==> config.mk <==
export PLATFORM = sky130hd
export DESIGN_NAME = date_time_text_parser_core
export DESIGN_NICKNAME = d
export VERILOG_FILES = /design/src/rtl/dttp_pkg.sv /design/src/rtl/dttp_step.sv /design/src/rtl/date_time_text_parser_core.sv
export SDC_FILE = /design/constraint.sdc
export NUM_CORES = 1
export LEC_CHECK = 0
export CAP_MARGIN = 20
export CORE_MARGIN = 2
export CORE_UTILIZATION = 50
export CTS_CLUSTER_SIZE = 28
export DETAILED_ROUTE_END_ITERATION = 7
export DONT_BUFFER_PORTS = 1
export PLACE_DENSITY = 0.74
export RECOVER_POWER = 100
export SETUP_SLACK_MARGIN = 0.2
export SYNTH_ARGS = -nofsm -noshare
export SYNTH_HDL_FRONTEND = slang
export SYNTH_SLANG_ARGS = --single-unit
==> constraint.sdc <==
create_clock -name i_clk -period 13.9 [get_ports i_clk]
set_clock_uncertainty 0.1 [all_clocks]
set_input_delay 2.085 -clock i_clk [delete_from_list [all_inputs] [get_ports i_clk]]
set_output_delay 2.085 -clock i_clk [all_outputs]
set_load 0.05 [all_outputs]
==> src/rtl/dttp_pkg.sv <==
package dttp_pkg;

    typedef enum logic [1:0] {
        PH_LEAD  = 2'd0,
        PH_PARSE = 2'd1,
        PH_GAP   = 2'd2,
        PH_DRAIN = 2'd3
    } t_phase;

    typedef enum logic [2:0] {
        STG_YEAR   = 3'd0,
        STG_MONTH  = 3'd1,
        STG_DAY    = 3'd2,
        STG_HOUR   = 3'd3,
        STG_MINUTE = 3'd4,
        STG_SECOND = 3'd5,
        STG_FRAC   = 3'd6,
        STG_DONE   = 3'd7
    } t_stage;

    localparam logic [7:0] CH_NUL   = 8'h00;
    localparam logic [7:0] CH_ZERO  = 8'h30;
    localparam logic [7:0] CH_NINE  = 8'h39;
    localparam logic [7:0] CH_DASH  = 8'h2D;
    localparam logic [7:0] CH_SLASH = 8'h2F;
    localparam logic [7:0] CH_COLON = 8'h3A;
    localparam logic [7:0] CH_DOT   = 8'h2E;
    localparam logic [7:0] CH_SPACE = 8'h20;

    localparam int unsigned ACC_W   = 20;
    localparam int unsigned YEAR_W  = 14;
    localparam int unsigned SMALL_W = 7;
    localparam int unsigned CNT_W   = 3;
    localparam int unsigned BYTES_W = 16;

    localparam logic [BYTES_W-1:0] BYTES_MAX = 16'hFFFF;

    typedef struct packed {
        t_phase               phase;
        t_stage               stage;
        logic [CNT_W-1:0]     count;
        logic [ACC_W-1:0]     acc;
        logic [YEAR_W-1:0]    year;
        logic [SMALL_W-1:0]   month;
        logic [SMALL_W-1:0]   day;
        logic [SMALL_W-1:0]   hour;
        logic [SMALL_W-1:0]   minute;
        logic [SMALL_W-1:0]   second;
        logic [BYTES_W-1:0]   bytes;
    } t_state;

    typedef struct packed {
        logic [YEAR_W-1:0]    year;
        logic [SMALL_W-1:0]   month;
        logic [SMALL_W-1:0]   day;
        logic [SMALL_W-1:0]   hour;
        logic [SMALL_W-1:0]   minute;
        logic [SMALL_W-1:0]   second;
        logic [ACC_W-1:0]     micro;
        logic                 error;
        logic [BYTES_W-1:0]   bytes;
    } t_result;

    localparam t_state ST_RESET = '{
        phase:  PH_LEAD,
        stage:  STG_YEAR,
        count:  '0,
        acc:    '0,
        year:   '0,
        month:  '0,
        day:    '0,
        hour:   '0,
        minute: '0,
        second: '0,
        bytes:  '0
    };

    function automatic logic [CNT_W-1:0] digit_cap(input t_stage stage);
        logic [CNT_W-1:0] cap;
        case (stage)
            STG_YEAR: cap = 3'd4;
            STG_FRAC: cap = 3'd6;
            default:  cap = 3'd2;
        endcase
        return cap;
    endfunction

    function automatic logic [ACC_W-1:0] pad_scale(input logic [CNT_W-1:0] count);
        logic [ACC_W-1:0] scale;
        case (count)
            3'd0:    scale = 20'd1000000 & 20'hFFFFF;
            3'd1:    scale = 20'd100000;
            3'd2:    scale = 20'd10000;
            3'd3:    scale = 20'd1000;
            3'd4:    scale = 20'd100;
            3'd5:    scale = 20'd10;
            default: scale = 20'd1;
        endcase
        return scale;
    endfunction

endpackage

==> src/rtl/dttp_step.sv <==
module dttp_step (
    input  dttp_pkg::t_state  i_state,
    input  logic [7:0]        i_byte,
    output dttp_pkg::t_state  o_state,
    output dttp_pkg::t_result o_result
);

    logic                          w_active;
    logic                          w_is_digit;
    logic                          w_is_sep;
    logic                          w_is_space;
    logic                          w_is_colon;
    logic                          w_is_dot;
    logic                          w_in_date;
    logic                          w_err;
    logic                          w_full;
    logic [3:0]                    w_digit;
    logic [dttp_pkg::ACC_W-1:0]    w_acc_mac;
    logic [dttp_pkg::ACC_W-1:0]    w_prod;
    logic [dttp_pkg::BYTES_W-1:0]  w_bytes_inc;
    logic                          w_store;
    dttp_pkg::t_phase              w_phase;

    always_comb begin
        w_is_digit = i_byte inside {[dttp_pkg::CH_ZERO:dttp_pkg::CH_NINE]};
        w_is_sep   = i_byte inside {dttp_pkg::CH_DASH, dttp_pkg::CH_SLASH};
        w_is_space = (i_byte == dttp_pkg::CH_SPACE);
        w_is_colon = (i_byte == dttp_pkg::CH_COLON);
        w_is_dot   = (i_byte == dttp_pkg::CH_DOT);
        w_in_date  = i_state.stage inside {dttp_pkg::STG_YEAR, dttp_pkg::STG_MONTH,
                                           dttp_pkg::STG_DAY};
        w_digit    = i_byte[3:0] - dttp_pkg::CH_ZERO[3:0];
        w_active   = (i_state.phase == dttp_pkg::PH_PARSE)
                   || (((i_state.phase == dttp_pkg::PH_LEAD)
                        || (i_state.phase == dttp_pkg::PH_GAP)) && !w_is_space);
        w_err      = w_active && !(w_is_digit
                   || (w_is_sep && w_in_date)
                   || (w_is_space && w_in_date)
                   || (w_is_colon && ((i_state.stage == dttp_pkg::STG_HOUR)
                                      || (i_state.stage == dttp_pkg::STG_MINUTE)))
                   || (w_is_dot && (i_state.stage == dttp_pkg::STG_SECOND)));
        w_full     = (i_state.count >= dttp_pkg::digit_cap(i_state.stage));
        w_acc_mac  = dttp_pkg::ACC_W'({i_state.acc, 3'b000} + {i_state.acc, 1'b0}
                   + {{(dttp_pkg::ACC_W - 4){1'b0}}, w_digit});
        w_prod     = dttp_pkg::ACC_W'(i_state.acc * dttp_pkg::pad_scale(i_state.count));
        w_bytes_inc = (i_state.bytes == dttp_pkg::BYTES_MAX) ? i_state.bytes
                    : i_state.bytes + 16'd1;
    end

    // next phase
    always_comb begin
        w_phase = i_state.phase;
        if (w_active) begin
            if (w_err) begin
                w_phase = dttp_pkg::PH_DRAIN;
            end else if ((w_is_sep && (i_state.stage == dttp_pkg::STG_DAY))
                         || (w_is_space && w_in_date)) begin
                w_phase = dttp_pkg::PH_GAP;
            end else begin
                w_phase = dttp_pkg::PH_PARSE;
            end
        end
    end

    // field datapath
    always_comb begin
        o_state       = i_state;
        o_state.phase = w_phase;
        o_state.bytes = w_bytes_inc;
        w_store       = 1'b0;
        if (w_active && !w_err) begin
            if (w_is_digit) begin
                if (i_state.stage == dttp_pkg::STG_FRAC && w_full) begin
                    o_state.stage = dttp_pkg::STG_DONE;
                    o_state.count = '0;
                end else if (i_state.stage != dttp_pkg::STG_DONE) begin
                    if (w_full) begin
                        w_store       = 1'b1;
                        o_state.stage = dttp_pkg::t_stage'(i_state.stage + 3'd1);
                        o_state.acc   = {{(dttp_pkg::ACC_W - 4){1'b0}}, w_digit};
                        o_state.count = 3'd1;
                    end else begin
                        o_state.acc   = w_acc_mac;
                        o_state.count = i_state.count + 3'd1;
                    end
                end
            end else begin
                w_store       = 1'b1;
                o_state.acc   = '0;
                o_state.count = '0;
                o_state.stage = w_is_space ? dttp_pkg::STG_HOUR
                              : dttp_pkg::t_stage'(i_state.stage + 3'd1);
            end
        end
        if (w_store) begin
            case (i_state.stage)
                dttp_pkg::STG_YEAR:   o_state.year   = i_state.acc[dttp_pkg::YEAR_W-1:0];
                dttp_pkg::STG_MONTH:  o_state.month  = i_state.acc[dttp_pkg::SMALL_W-1:0];
                dttp_pkg::STG_DAY:    o_state.day    = i_state.acc[dttp_pkg::SMALL_W-1:0];
                dttp_pkg::STG_HOUR:   o_state.hour   = i_state.acc[dttp_pkg::SMALL_W-1:0];
                dttp_pkg::STG_MINUTE: o_state.minute = i_state.acc[dttp_pkg::SMALL_W-1:0];
                dttp_pkg::STG_SECOND: o_state.second = i_state.acc[dttp_pkg::SMALL_W-1:0];
                default: ;
            endcase
        end
    end

    // result on terminator: the open field closes into its slot
    always_comb begin
        o_result.year   = (i_state.stage == dttp_pkg::STG_YEAR)
                        ? i_state.acc[dttp_pkg::YEAR_W-1:0] : i_state.year;
        o_result.month  = (i_state.stage == dttp_pkg::STG_MONTH)
                        ? i_state.acc[dttp_pkg::SMALL_W-1:0] : i_state.month;
        o_result.day    = (i_state.stage == dttp_pkg::STG_DAY)
                        ? i_state.acc[dttp_pkg::SMALL_W-1:0] : i_state.day;
        o_result.hour   = (i_state.stage == dttp_pkg::STG_HOUR)
                        ? i_state.acc[dttp_pkg::SMALL_W-1:0] : i_state.hour;
        o_result.minute = (i_state.stage == dttp_pkg::STG_MINUTE)
                        ? i_state.acc[dttp_pkg::SMALL_W-1:0] : i_state.minute;
        o_result.second = (i_state.stage == dttp_pkg::STG_SECOND)
                        ? i_state.acc[dttp_pkg::SMALL_W-1:0] : i_state.second;
        case (i_state.stage)
            dttp_pkg::STG_FRAC: o_result.micro = w_prod;
            dttp_pkg::STG_DONE: o_result.micro = i_state.acc;
            default:            o_result.micro = '0;
        endcase
        o_result.error = (i_state.phase == dttp_pkg::PH_DRAIN);
        o_result.bytes = w_bytes_inc;
        if (o_result.error) begin
            o_result.year   = '0;
            o_result.month  = '0;
            o_result.day    = '0;
            o_result.hour   = '0;
            o_result.minute = '0;
            o_result.second = '0;
            o_result.micro  = '0;
        end
    end

endmodule

==> src/rtl/date_time_text_parser_core.sv <==
// Date and time text parser. Text bytes enter on the slave stream, one per transaction, and
// a zero byte ends each string; the block then emits one result transaction holding year,
// month, day, hour, minute, second, microseconds and the byte count of the string, with the
// error flag on tuser (value fields read zero when it is set). An input register feeds
// the field-update and result logic, which loads the output register on a terminator,
// so the block sustains one byte per clock unless a terminator waits on a stalled result.
// Only a terminator waits on a full output register; other bytes keep flowing while a result
// is stalled.
module date_time_text_parser_core (
    input  logic         i_clk,
    input  logic         i_rst_n,
    input  logic         i_s_axis_tvalid,
    output logic         o_s_axis_tready,
    input  logic [7:0]   i_s_axis_tdata,   // text_byte
    output logic         o_m_axis_tvalid,
    input  logic         i_m_axis_tready,
    // year_value, month_value, day_value, hour_value, minute_value, second_value,
    // micro_value, bytes_used, zero fill
    output logic [87:0]  o_m_axis_tdata,
    output logic         o_m_axis_tuser    // parse_error
);

    logic               r_in_valid;
    logic               n_in_valid;
    logic [7:0]         r_in_byte;
    logic [7:0]         n_in_byte;
    dttp_pkg::t_state   r_state;
    dttp_pkg::t_state   n_state;
    logic               r_out_valid;
    logic               n_out_valid;
    dttp_pkg::t_result  r_out;
    dttp_pkg::t_result  n_out;

    dttp_pkg::t_state   w_step_state;
    dttp_pkg::t_result  w_step_result;
    logic               w_is_term;
    logic               w_fire;

    dttp_step u_step (
        .i_state  (r_state),
        .i_byte   (r_in_byte),
        .o_state  (w_step_state),
        .o_result (w_step_result)
    );

    always_comb begin
        w_is_term       = (r_in_byte == dttp_pkg::CH_NUL);
        w_fire          = r_in_valid && (!w_is_term || !r_out_valid || i_m_axis_tready);
        o_s_axis_tready = !r_in_valid || w_fire;

        n_in_valid = r_in_valid;
        n_in_byte  = r_in_byte;
        if (o_s_axis_tready) begin
            n_in_valid = i_s_axis_tvalid;
            n_in_byte  = i_s_axis_tdata;
        end

        n_state = r_state;
        if (w_fire) begin
            n_state = w_is_term ? dttp_pkg::ST_RESET : w_step_state;
        end

        n_out_valid = r_out_valid && !i_m_axis_tready;
        n_out       = r_out;
        if (w_fire && w_is_term) begin
            n_out_valid = 1'b1;
            n_out       = w_step_result;
        end
    end

    always_ff @(posedge i_clk) begin
        if (!i_rst_n) begin
            r_in_valid  <= 1'b0;
            r_state     <= dttp_pkg::ST_RESET;
            r_out_valid <= 1'b0;
        end else begin
            r_in_valid  <= n_in_valid;
            r_state     <= n_state;
            r_out_valid <= n_out_valid;
        end
    end

    always_ff @(posedge i_clk) begin
        r_in_byte <= n_in_byte;
        r_out     <= n_out;
    end

    assign o_m_axis_tvalid = r_out_valid;
    assign o_m_axis_tuser  = r_out.error;
    assign o_m_axis_tdata  = {3'b000, r_out.bytes, r_out.micro, r_out.second, r_out.minute,
                              r_out.hour, r_out.day, r_out.month, r_out.year};

endmodule

==> results.json, run 1 <==
{
  "result_of_the_run": "complete, but fails checks",
  "violations": "capacitance limit, slew limit",
  "die_width_um": 178,
  "cts.clk_slew.worst_paths_ps": 80,
  "tritoncts.num_buffers": 17,
  "synth-async-reset-ratio_pct": 0,
  "route.antenna.remaining_nets": 0,
  "routed_via_count_divided_by_cell_count": 5.90,
  "pwr_density_cell_mw_per_mm2": 67.7,
  "cts.repair.resized": 0,
  "max-slew-margin-rel_pct": -95.0,
  "drt_iter0_markers": 1043,
  "timing.final.max_slew_violations": 186,
  "antenna_violations_before_repair": 0,
  "cp_top_family": "adder cells",
  "synth.area.top_cells": "sky130_fd_sc_hd__edfxtp_1 (19%), sky130_fd_sc_hd__fa_1 (17%), sky130_fd_sc_hd__dfxtp_1 (13%), sky130_fd_sc_hd__ha_1 (10%), sky130_fd_sc_hd__nand2_1 (5.8%)",
  "dr_total_vias": 11600,
  "regArea_mm2": 0.00472,
  "power.internal_w": 0.000824,
  "power.leakage_nw": 7.00,
  "critPathKind": "reg2reg",
  "synthesis.yosys.warnings": 0,
  "worstSetupStartpointType": "flip-flop",
  "grt_start_max_net_pins": 111,
  "io_pins": 103,
  "dr.pass1.iters": 5,
  "detailed_route_drc_error_count": 0,
  "post_cts_hold_buffer_count": 0,
  "total_switching_power_w": 0.000248,
  "row_count": 63,
  "fillCellCount": 2630,
  "clkPwrFrac_pct": 43.8,
  "placement.io_buffers": 0,
  "worstHoldPathType": "reg2reg",
  "fmax_mhz": 113,
  "synth_top_cells_by_count": "sky130_fd_sc_hd__nand2_1 (232), sky130_fd_sc_hd__inv_1 (202), sky130_fd_sc_hd__fa_1 (125)",
  "setup_ws_ps": 5060,
  "most_common_cell_in_the_synthesized_netlist": "sky130_fd_sc_hd__nand2_1",
  "yosysTopAreaCellShare_pct": 18.7,
  "multi_input_area_mm2": 0.00918,
  "fin_nets": 1822,
  "synthesis.area_mm2": 0.0151,
  "global_route.overflow_total": 0,
  "cell_variety_after_synth": 72,
  "worst_path_fanout_max": 22,
  "flow.area_growth_from_synthesis_pct": 5.18,
  "routedWlPerCell_um": 19.0,
  "number_of_diodes": 0,
  "syn-instance-count": 1615,
  "post-route-period-util_pct": 63.6,
  "worst_path_largest_cell_delay_ps": 720,
  "synth.ff_latch_count": 189,
  "synth_area_per_cell_um2": 9.33,
  "drt_wl_total_mm": 37.5,
  "dieArea_mm2": 0.0315,
  "synth_flop_cell": "sky130_fd_sc_hd__dfxtp_1",
  "finalHoldViolations": 0,
  "rsz_0062_raised_after_global_routing": "false",
  "number_of_global_route_vias_before_repair": 11500,
  "core_utilization_of_the_finished_layout_pct": 53.5,
  "detailedPlace.worstSlack_ps": 5180,
  "place.gp.congestion": 0.961,
  "tritoncts": "done",
  "setup_viol": 0,
  "cell_with_the_most_instances_on_the_worst_path": "sky130_fd_sc_hd__inv_1",
  "vdd.ir_drop.worst_uv": 64.8,
  "p_comb_share_pct": 1.6,
  "final_layout_size_suffix_gt1_share_pct": 3.68,
  "count_of_flip_flops_with_a_built_in_enable_after_synthesis": 94,
  "dieHeight_um": 178,
  "cp-end-kind": "flip-flop",
  "critical_path_required_ps": 14020,
  "timing.setup.tns_ps": 0,
  "clock_path_buffers": 2,
  "layout_min_cycle_time_ps": 8840,
  "clock_latency_on_the_worst_skew_pair_ps": 440,
  "cts_num_sinks": 189,
  "cp.buffers_inverters": 6,
  "max_slew.worst_pin.slew_ps": 2920,
  "swShare_pct": 23.2,
  "timing.max_cap.violations": 5,
  "globalRouteTotalUtil_pct": 24.2,
  "root_buffer": "sky130_fd_sc_hd__clkbuf_16",
  "synth.yosys.seq_area_share_pct": 31.4,
  "dp_hpwl_mm": 27.1,
  "power.share.sequential_pct": 54.5,
  "initial_core_util_pct": 50.8,
  "synthDominantAreaCellType": "sky130_fd_sc_hd__edfxtp_1",
  "global_route_wire_length_before_repair_mm": 60.0,
  "cts-htree-levels": 4,
  "critPathSlowestCell": "sky130_fd_sc_hd__and3b_1",
  "arrival_ps": 8960,
  "floorplan.core_area_mm2": 0.0296,
  "postCtsSetupBuffers": 0
}
## area by class of cell
type                    count  share of cell area (%)
well taps                 390                    3.08
clock inverters            14                   0.845
inverters                 203                    4.81
flip-flops and latches    189                    29.8
multi-input cells        1134                    57.9
clock buffers              18                    2.71
repair buffers             20                   0.829
## power by group through the flow
| stage | clock network (W) | registers, W | logic [W] |
|---|---|---|---|
| finish | 0.000470 | 0.000585 | 0.0000175 |
| global route | 0.000494 | 0.000585 | 0.0000193 |
| CTS | 0.000478 | 0.000585 | 0.0000180 |
| detailed placement | 0 | 0.000598 | 0.0000179 |
| global placement | 0 | 0.000598 | 0.0000175 |
| floorplan | 0 | 0.000597 | 0.0000190 |
## layer usage
metal	up-vias	part of all wire (%)	track usage, %
li1	5309	-	-
met4	0	2.9	8.85
met3	107	7.3	4.18
met1	5681	43	32.9
met5	-	0	0
met2	524	47	38.8
## placed cells by master, fill, tap and decap left out, drive strengths merged, types with 14 or more instances in the layout
cell type / Yosys / routed
nor3: 22 / 22
o22ai: 14 / 14
clkbuf: 78 / 23
nor2: 72 / 72
nand3: 28 / 28
inv: 202 / 207
nand2: 232 / 232
dfxtp: 95 / 95
xnor2: 50 / 50
ha: 120 / 120
buf: 13 / 15
a32o: 39 / 39
and3: 32 / 32
a22oi: 36 / 36
and2: 61 / 61
fa: 125 / 125
a21oi: 84 / 84
nor2b: 50 / 50
o21ai: 26 / 26
edfxtp: 94 / 94
xor2: 18 / 18
## worst min-delay path, stage by stage (launching register included)
cell and delay (ps):
sky130_fd_sc_hd__dfxtp_1 310, sky130_fd_sc_hd__nand2_1 50, sky130_fd_sc_hd__o22ai_1 60
## per-stage QoR
step           std cells  hold slack, ps  power [W]  cell area [um2]
6_report            1968             372    0.00107            15900
5_1_grt             1968             390    0.00110            15900
4_1_cts             1967             372    0.00108            15900
3_5_place_dp        1935             356   0.000616            15300
3_3_place_gp        1935             348   0.000615            15300
2_1_floorplan       1617             342   0.000616            15100
## sequential cells by signal, summed over array words and instances (netlist names)
| name | flops |
|---|---|
| o_m_axis_tdata | 85 |
| o_m_axis_tuser | 1 |
| o_m_axis_tvalid | 1 |
| r_in_byte | 8 |
| r_in_valid | 1 |
| r_state | 93 |
## final timing paths
check	start	to	slack, ps	cells past startpoint
hold reg to reg	r_state[32]	r_state[32]	370	2
setup / recovery	r_state[86]	o_m_axis_tdata[67]	5060	26
setup reg to reg	r_state[86]	o_m_axis_tdata[67]	5060	26
hold / removal	r_state[32]	r_state[32]	370	2
## cell families after synthesis
| logic type | Yosys count | share of synthesized area (%) |
|---|---|---|
| fa+ha+maj | 245 | 26.6 |
| other cells | 1 | 0.0249 |
| buf+inv | 294 | 7.53 |
| flops | 189 | 31.4 |
| mux | 13 | 0.872 |
| simple gates | 536 | 17.1 |
| xor+xnor | 69 | 4.10 |
| compound gates | 268 | 12.4 |
No activity file was read; power rests on OpenSTA's default activity.
==> run 2, diff against run 1 <==
Clock period 13.9 ns to 8.6 ns, I/O delays scaled along.
==> run 2 against run 1 <==
  * The flow still finishes with violations (capacitance limit, slew limit)
  * Sequential power grew 62%
  * Setup slack got worse by 4300 ps
  * Critical endpoint unchanged
  * Hold slack got worse by 1.8 ps
  * Sequential share of layout area is essentially flat
  * Die area did not move
  * Non-clock buffer count is 1 higher
  * Clock power increased by 63%
  * Sequential cell count stayed put
  * Wire length down 1.3%
==> results.json, run 2 (same netlist as run 1, synthesis figures left out) <==
{
  "worst_hold_startpoint": "r_state[64]",
  "power.leakage_nw": 7.02,
  "multi_input_area_mm2": 0.00918,
  "flow.area_growth_from_synthesis_pct": 5.34,
  "antenna_violations_before_repair": 1,
  "tritoncts": "done",
  "fin_nets": 1823,
  "die_width_um": 178,
  "post_cts_hold_buffer_count": 0,
  "tritoncts.num_buffers": 17,
  "setup_viol": 0,
  "rr_endpoint": "o_m_axis_tdata[67]",
  "final_layout_size_suffix_gt1_share_pct": 3.86,
  "violations": "capacitance limit, slew limit",
  "timing.rr.start": "r_state[86]",
  "global_route.overflow_total": 0,
  "vdd.ir_drop.worst_uv": 123,
  "reg2reg_depth": 27,
  "place.gp.congestion": 0.961,
  "critPathKind": "reg2reg",
  "detailed_route_drc_error_count": 0,
  "clock_latency_on_the_worst_skew_pair_ps": 430,
  "timing.final.max_slew_violations": 187,
  "drt_iter0_markers": 1139,
  "fillCellCount": 2641,
  "io_pins": 103,
  "grt_start_max_net_pins": 111,
  "fmax_mhz": 127,
  "worst-r2r-setup-slack_ps": 740,
  "post-route-period-util_pct": 91.4,
  "cp-end-kind": "flip-flop",
  "timing.max_cap.violations": 5,
  "worstHoldPathType": "reg2reg",
  "arrival_ps": 7980,
  "layout.cells.most_common_list": "sky130_fd_sc_hd__nand2_1 (232), sky130_fd_sc_hd__inv_1 (201), sky130_fd_sc_hd__fa_1 (125)",
  "max-slew-margin-rel_pct": -94.6,
  "worstSetupStartpointType": "flip-flop",
  "root_buffer": "sky130_fd_sc_hd__clkbuf_16",
  "cp-startpoint": "r_state[86]",
  "drt_wl_total_mm": 37.0,
  "layout_min_cycle_time_ps": 7860,
  "max_slew.worst_pin.slew_ps": 2920,
  "cts_num_sinks": 189,
  "flip_flop_count_of_the_largest_register_all_copies_and_words_added": 93,
  "floorplan.core_area_mm2": 0.0296,
  "globalRouteTotalUtil_pct": 24.0,
  "clock_path_buffers": 2,
  "final_common_cell": "sky130_fd_sc_hd__nand2_1",
  "route.antenna.remaining_nets": 0,
  "largest-register": "r_state",
  "routedWlPerCell_um": 18.8,
  "holdPathStages": 1,
  "dieArea_mm2": 0.0315,
  "placement.io_buffers": 0,
  "dieHeight_um": 178,
  "initial_core_util_pct": 50.8,
  "routed_via_count_divided_by_cell_count": 5.84,
  "dr.pass1.iters": 7,
  "worst_path_fanout_max": 20,
  "timing.setup.tns_ps": 0,
  "finalHoldViolations": 0,
  "rsz_0062_raised_after_global_routing": "false",
  "number_of_diodes": 0,
  "number_of_global_route_vias_before_repair": 11400,
  "row_count": 63,
  "cts-htree-levels": 4,
  "dp_hpwl_mm": 26.6,
  "core_utilization_of_the_finished_layout_pct": 53.6,
  "cts.clk_slew.worst_paths_ps": 70,
  "hold-path-endpoint": "r_state[64]",
  "regArea_mm2": 0.00472,
  "pwr_density_cell_mw_per_mm2": 110,
  "result_of_the_run": "complete, but fails checks",
  "critical_path_required_ps": 8710,
  "dr_total_vias": 11500,
  "global_route_wire_length_before_repair_mm": 59.6
}
run 2: cell type report:
class / count / area share, %
flip-flops and latches: 189 / 29.8
clock buffers: 19 / 2.79
multi-input cells: 1134 / 57.8
inverters: 203 / 4.80
well taps: 390 / 3.07
clock inverters: 13 / 0.828
repair buffers: 21 / 0.899
run 2: routing by layer:
layer | up-vias | track usage (%) | wire length, um
li1 | 5304 | - | -
met1 | 5630 | 32.0 | 15400
met2 | 482 | 39.4 | 17500
met3 | 89 | 4.67 | 3020
met4 | 2 | 7.92 | 1000
met5 | - | 0 | 11
run 2: power breakdown:
group	switching (W)	internal, W
Combinational	0.0000190	0.00000914
Clock	0.000374	0.000393
Sequential	0.00000534	0.000940
run 2: metrics by stage:
| stage | hold WS (ps) | cells | power [W] | instance area, um2 | setup slack, ps |
|---|---|---|---|---|---|
| 5_1_grt | 382 | 1969 | 0.00179 | 15900 | 252 |
| 3_3_place_gp | 348 | 1935 | 0.000994 | 15300 | 848 |
| 3_5_place_dp | 354 | 1936 | 0.000995 | 15400 | 599 |
| 2_1_floorplan | 342 | 1617 | 0.000995 | 15100 | 1160 |
| 4_1_cts | 371 | 1968 | 0.00175 | 15900 | 597 |
| 6_report | 370 | 1969 | 0.00174 | 15900 | 736 |
run 2: repair_timing:
item	CTS	global route
setup endpoints to repair	0	3
setup buffers	0	0
gates resized for setup	0	2
run 2: worst max-delay path, cell delays in order, from the launching register on:
cell and delay, ps:
sky130_fd_sc_hd__dfxtp_1 310, sky130_fd_sc_hd__inv_1 200, sky130_fd_sc_hd__ha_1 420, sky130_fd_sc_hd__and3b_1 200, sky130_fd_sc_hd__buf_4 250, sky130_fd_sc_hd__a21o_2 320, sky130_fd_sc_hd__nand2_1 130, sky130_fd_sc_hd__fa_1 550
sky130_fd_sc_hd__inv_1 50, sky130_fd_sc_hd__fa_1 500, sky130_fd_sc_hd__inv_1 60, sky130_fd_sc_hd__fa_1 530, sky130_fd_sc_hd__inv_1 40, sky130_fd_sc_hd__ha_1 290, sky130_fd_sc_hd__ha_1 320, sky130_fd_sc_hd__fa_1 540
sky130_fd_sc_hd__inv_1 50, sky130_fd_sc_hd__fa_1 520, sky130_fd_sc_hd__inv_1 40, sky130_fd_sc_hd__ha_1 320, sky130_fd_sc_hd__o21a_1 130, sky130_fd_sc_hd__o21ai_0 330, sky130_fd_sc_hd__and2_0 200, sky130_fd_sc_hd__a311oi_2 80
sky130_fd_sc_hd__a311oi_1 460, sky130_fd_sc_hd__nor3_1 140, sky130_fd_sc_hd__o31a_1 290, sky130_fd_sc_hd__o41ai_1 260
run 2: how the worst max path moves through the flow:
stage,to,slack (ps)
6_report,o_m_axis_tdata[67],740
5_1_grt,o_m_axis_tdata[67],250
4_1_cts,o_m_axis_tdata[65],600
3_5_place_dp,o_m_axis_tdata[65],600
3_3_place_gp,o_m_axis_tdata[65],850
2_1_floorplan,o_m_axis_tdata[65],1160
==> run 3, diff against run 2 <==
Settings changed: CTS_CLUSTER_DIAMETER set to 80, PLACE_DENSITY 0.74 to not set.
==> run 3 against run 2 <==
  * The flow still finishes with violations (capacitance limit, slew limit)
  * Wire length rose by 6.0%
  * First-iteration DRC count fell by 10%
  * Die area did not move
  * Final cell count rose by 0.51%
  * Non-clock buffer count rose by 9
  * Sequential cell count did not move
  * Hold slack improved by 2.2 ps
  * Sequential power barely moved
  * Critical path type unchanged
  * Critical endpoint is now o_m_axis_tdata[65]
  * Largest cell class unchanged
  * Largest power group unchanged
  * Highest routed layer unchanged
==> results.json, run 3 (same netlist as run 1, synthesis figures left out) <==
{
  "clock_latency_on_the_worst_skew_pair_ps": 440,
  "timing.setup.tns_ps": 0,
  "initial_core_util_pct": 50.8,
  "rsz_0062_raised_after_global_routing": "false",
  "cts_num_sinks": 189,
  "reg2reg_depth": 26,
  "detailed_route_drc_error_count": 0,
  "fin_nets": 1832,
  "timing.final.max_slew_violations": 158,
  "root_buffer": "sky130_fd_sc_hd__clkbuf_16",
  "post_cts_hold_buffer_count": 0,
  "postCtsSetupBuffers": 0,
  "layout_min_cycle_time_ps": 7880,
  "die_width_um": 178,
  "cts-htree-levels": 4,
  "final_common_cell": "sky130_fd_sc_hd__nand2_1",
  "number_of_global_route_vias_before_repair": 11100,
  "dr.pass1.iters": 5,
  "cts.repair.resized": 0,
  "placement.io_buffers": 0,
  "antenna_violations_before_repair": 5,
  "critical_path.endpoint": "o_m_axis_tdata[65]",
  "flip_flop_count_of_the_largest_register_all_copies_and_words_added": 93,
  "floorplan.core_area_mm2": 0.0296,
  "worstHoldPathType": "reg2reg",
  "max-slew-margin-rel_pct": -39.2,
  "place.gp.congestion": 0.919,
  "setup_ws_ps": 716,
  "cts.clk_slew.worst_paths_ps": 80,
  "clock_path_buffers": 2,
  "grt_start_max_net_pins": 111,
  "setup_viol": 0,
  "vdd.ir_drop.worst_uv": 123,
  "post-route-period-util_pct": 91.7,
  "flow.area_growth_from_synthesis_pct": 6.09,
  "dp_hpwl_mm": 27.9,
  "fillCellCount": 2728,
  "worst_path_fanout_max": 17,
  "fmax_mhz": 127,
  "globalRouteTotalUtil_pct": 25.7,
  "critical_path_required_ps": 8700,
  "final_layout_size_suffix_gt1_share_pct": 4.28,
  "row_count": 63,
  "finalHoldViolations": 0,
  "global_route.overflow_total": 0,
  "drt_iter0_markers": 1021,
  "dr_total_vias": 11400,
  "route.antenna.remaining_nets": 0,
  "power.leakage_nw": 7.09,
  "worst-r2r-setup-slack_ps": 720,
  "timing.rr.start": "r_state[86]",
  "pwr_density_cell_mw_per_mm2": 113,
  "routed_via_count_divided_by_cell_count": 5.74,
  "dieHeight_um": 178,
  "critPathKind": "reg2reg",
  "io_pins": 103,
  "violations": "capacitance limit, slew limit",
  "layout.cells.most_common_list": "sky130_fd_sc_hd__nand2_1 (232), sky130_fd_sc_hd__inv_1 (202), sky130_fd_sc_hd__fa_1 (125)",
  "result_of_the_run": "complete, but fails checks",
  "worstSetupStartpointType": "flip-flop",
  "routedWlPerCell_um": 19.8,
  "cp-startpoint": "r_state[86]",
  "rr_endpoint": "o_m_axis_tdata[65]",
  "global_route_wire_length_before_repair_mm": 62.4,
  "max_slew.worst_pin.slew_ps": 2090,
  "timing.max_cap.violations": 4,
  "tritoncts.num_buffers": 17,
  "tritoncts": "done",
  "detailedPlace.worstSlack_ps": 762,
  "dieArea_mm2": 0.0315,
  "arrival_ps": 7980,
  "largest-register": "r_state",
  "cp-end-kind": "flip-flop",
  "drt_wl_total_mm": 39.2
}
[run 3: layer usage]
layer	track usage, %	part of all wire (%)
met1	37.4	48
met2	39.2	44
met3	5.08	6.3
met4	6.45	2.0
met5	0	0.074
[run 3: through the flow]
step                instances  power, W  hold WS (ps)  util (%)  instance area (um2)
finish                   1979   0.00180           372      53.9                16000
global route             1979   0.00185           386      53.9                16000
CTS                      1977   0.00182           373      54.1                16000
detailed placement       1945  0.000996           354      52.0                15400
global placement         1945  0.000995           348      52.0                15400
floorplan                1617  0.000995           342         -                15100
[run 3: report_power, final]
part	switching, W	internal, W	leakage (nW)
clock network	0.000429	0.000398	0.294
registers	0.00000529	0.000940	1.69
logic	0.0000196	0.00000907	5.10
[run 3: critical path, cell delays in order (launching register included)]
cell and delay, ps:
sky130_fd_sc_hd__dfxtp_1 310, sky130_fd_sc_hd__inv_1 200, sky130_fd_sc_hd__ha_1 430, sky130_fd_sc_hd__and3b_1 240, sky130_fd_sc_hd__a21o_1 480, sky130_fd_sc_hd__nand2_1 160
sky130_fd_sc_hd__fa_1 560, sky130_fd_sc_hd__inv_1 60, sky130_fd_sc_hd__fa_1 490, sky130_fd_sc_hd__inv_1 50, sky130_fd_sc_hd__fa_1 540, sky130_fd_sc_hd__inv_1 40
sky130_fd_sc_hd__ha_1 290, sky130_fd_sc_hd__ha_1 320, sky130_fd_sc_hd__fa_1 530, sky130_fd_sc_hd__inv_1 60, sky130_fd_sc_hd__fa_1 540, sky130_fd_sc_hd__inv_1 40
sky130_fd_sc_hd__ha_1 300, sky130_fd_sc_hd__o21a_1 140, sky130_fd_sc_hd__o21ai_0 140, sky130_fd_sc_hd__and2_0 190, sky130_fd_sc_hd__a311oi_1 550, sky130_fd_sc_hd__a311oi_1 230
sky130_fd_sc_hd__o31ai_1 320, sky130_fd_sc_hd__xor2_1 100, sky130_fd_sc_hd__a32o_1 220
[run 3: how the worst min path moves through the flow]
| stage | start | endpoint | slack, ps | cells after the start |
|---|---|---|---|---|
| after floorplan | r_state[58] | r_state[58] | 340 | 1 |
| after global placement | r_state[64] | r_state[64] | 350 | 1 |
| after detailed placement | r_state[62] | r_state[62] | 350 | 1 |
| after CTS | r_state[62] | r_state[62] | 370 | 1 |
| after global routing | r_state[62] | r_state[62] | 390 | 1 |
| final | r_state[61] | r_state[61] | 370 | 1 |
[run 3: cell type report]
cell class / instances / area (um2) / share of cell area, %
antenna: 1 / 2.50 / 0.0157
clock buffer: 17 / 425 / 2.66
clock inverter: 15 / 186 / 1.17
inverter: 203 / 762 / 4.77
multi-input combinational: 1134 / 9180 / 57.4
sequential: 189 / 4720 / 29.6
tap: 390 / 488 / 3.05
timing repair buffer: 30 / 224 / 1.40
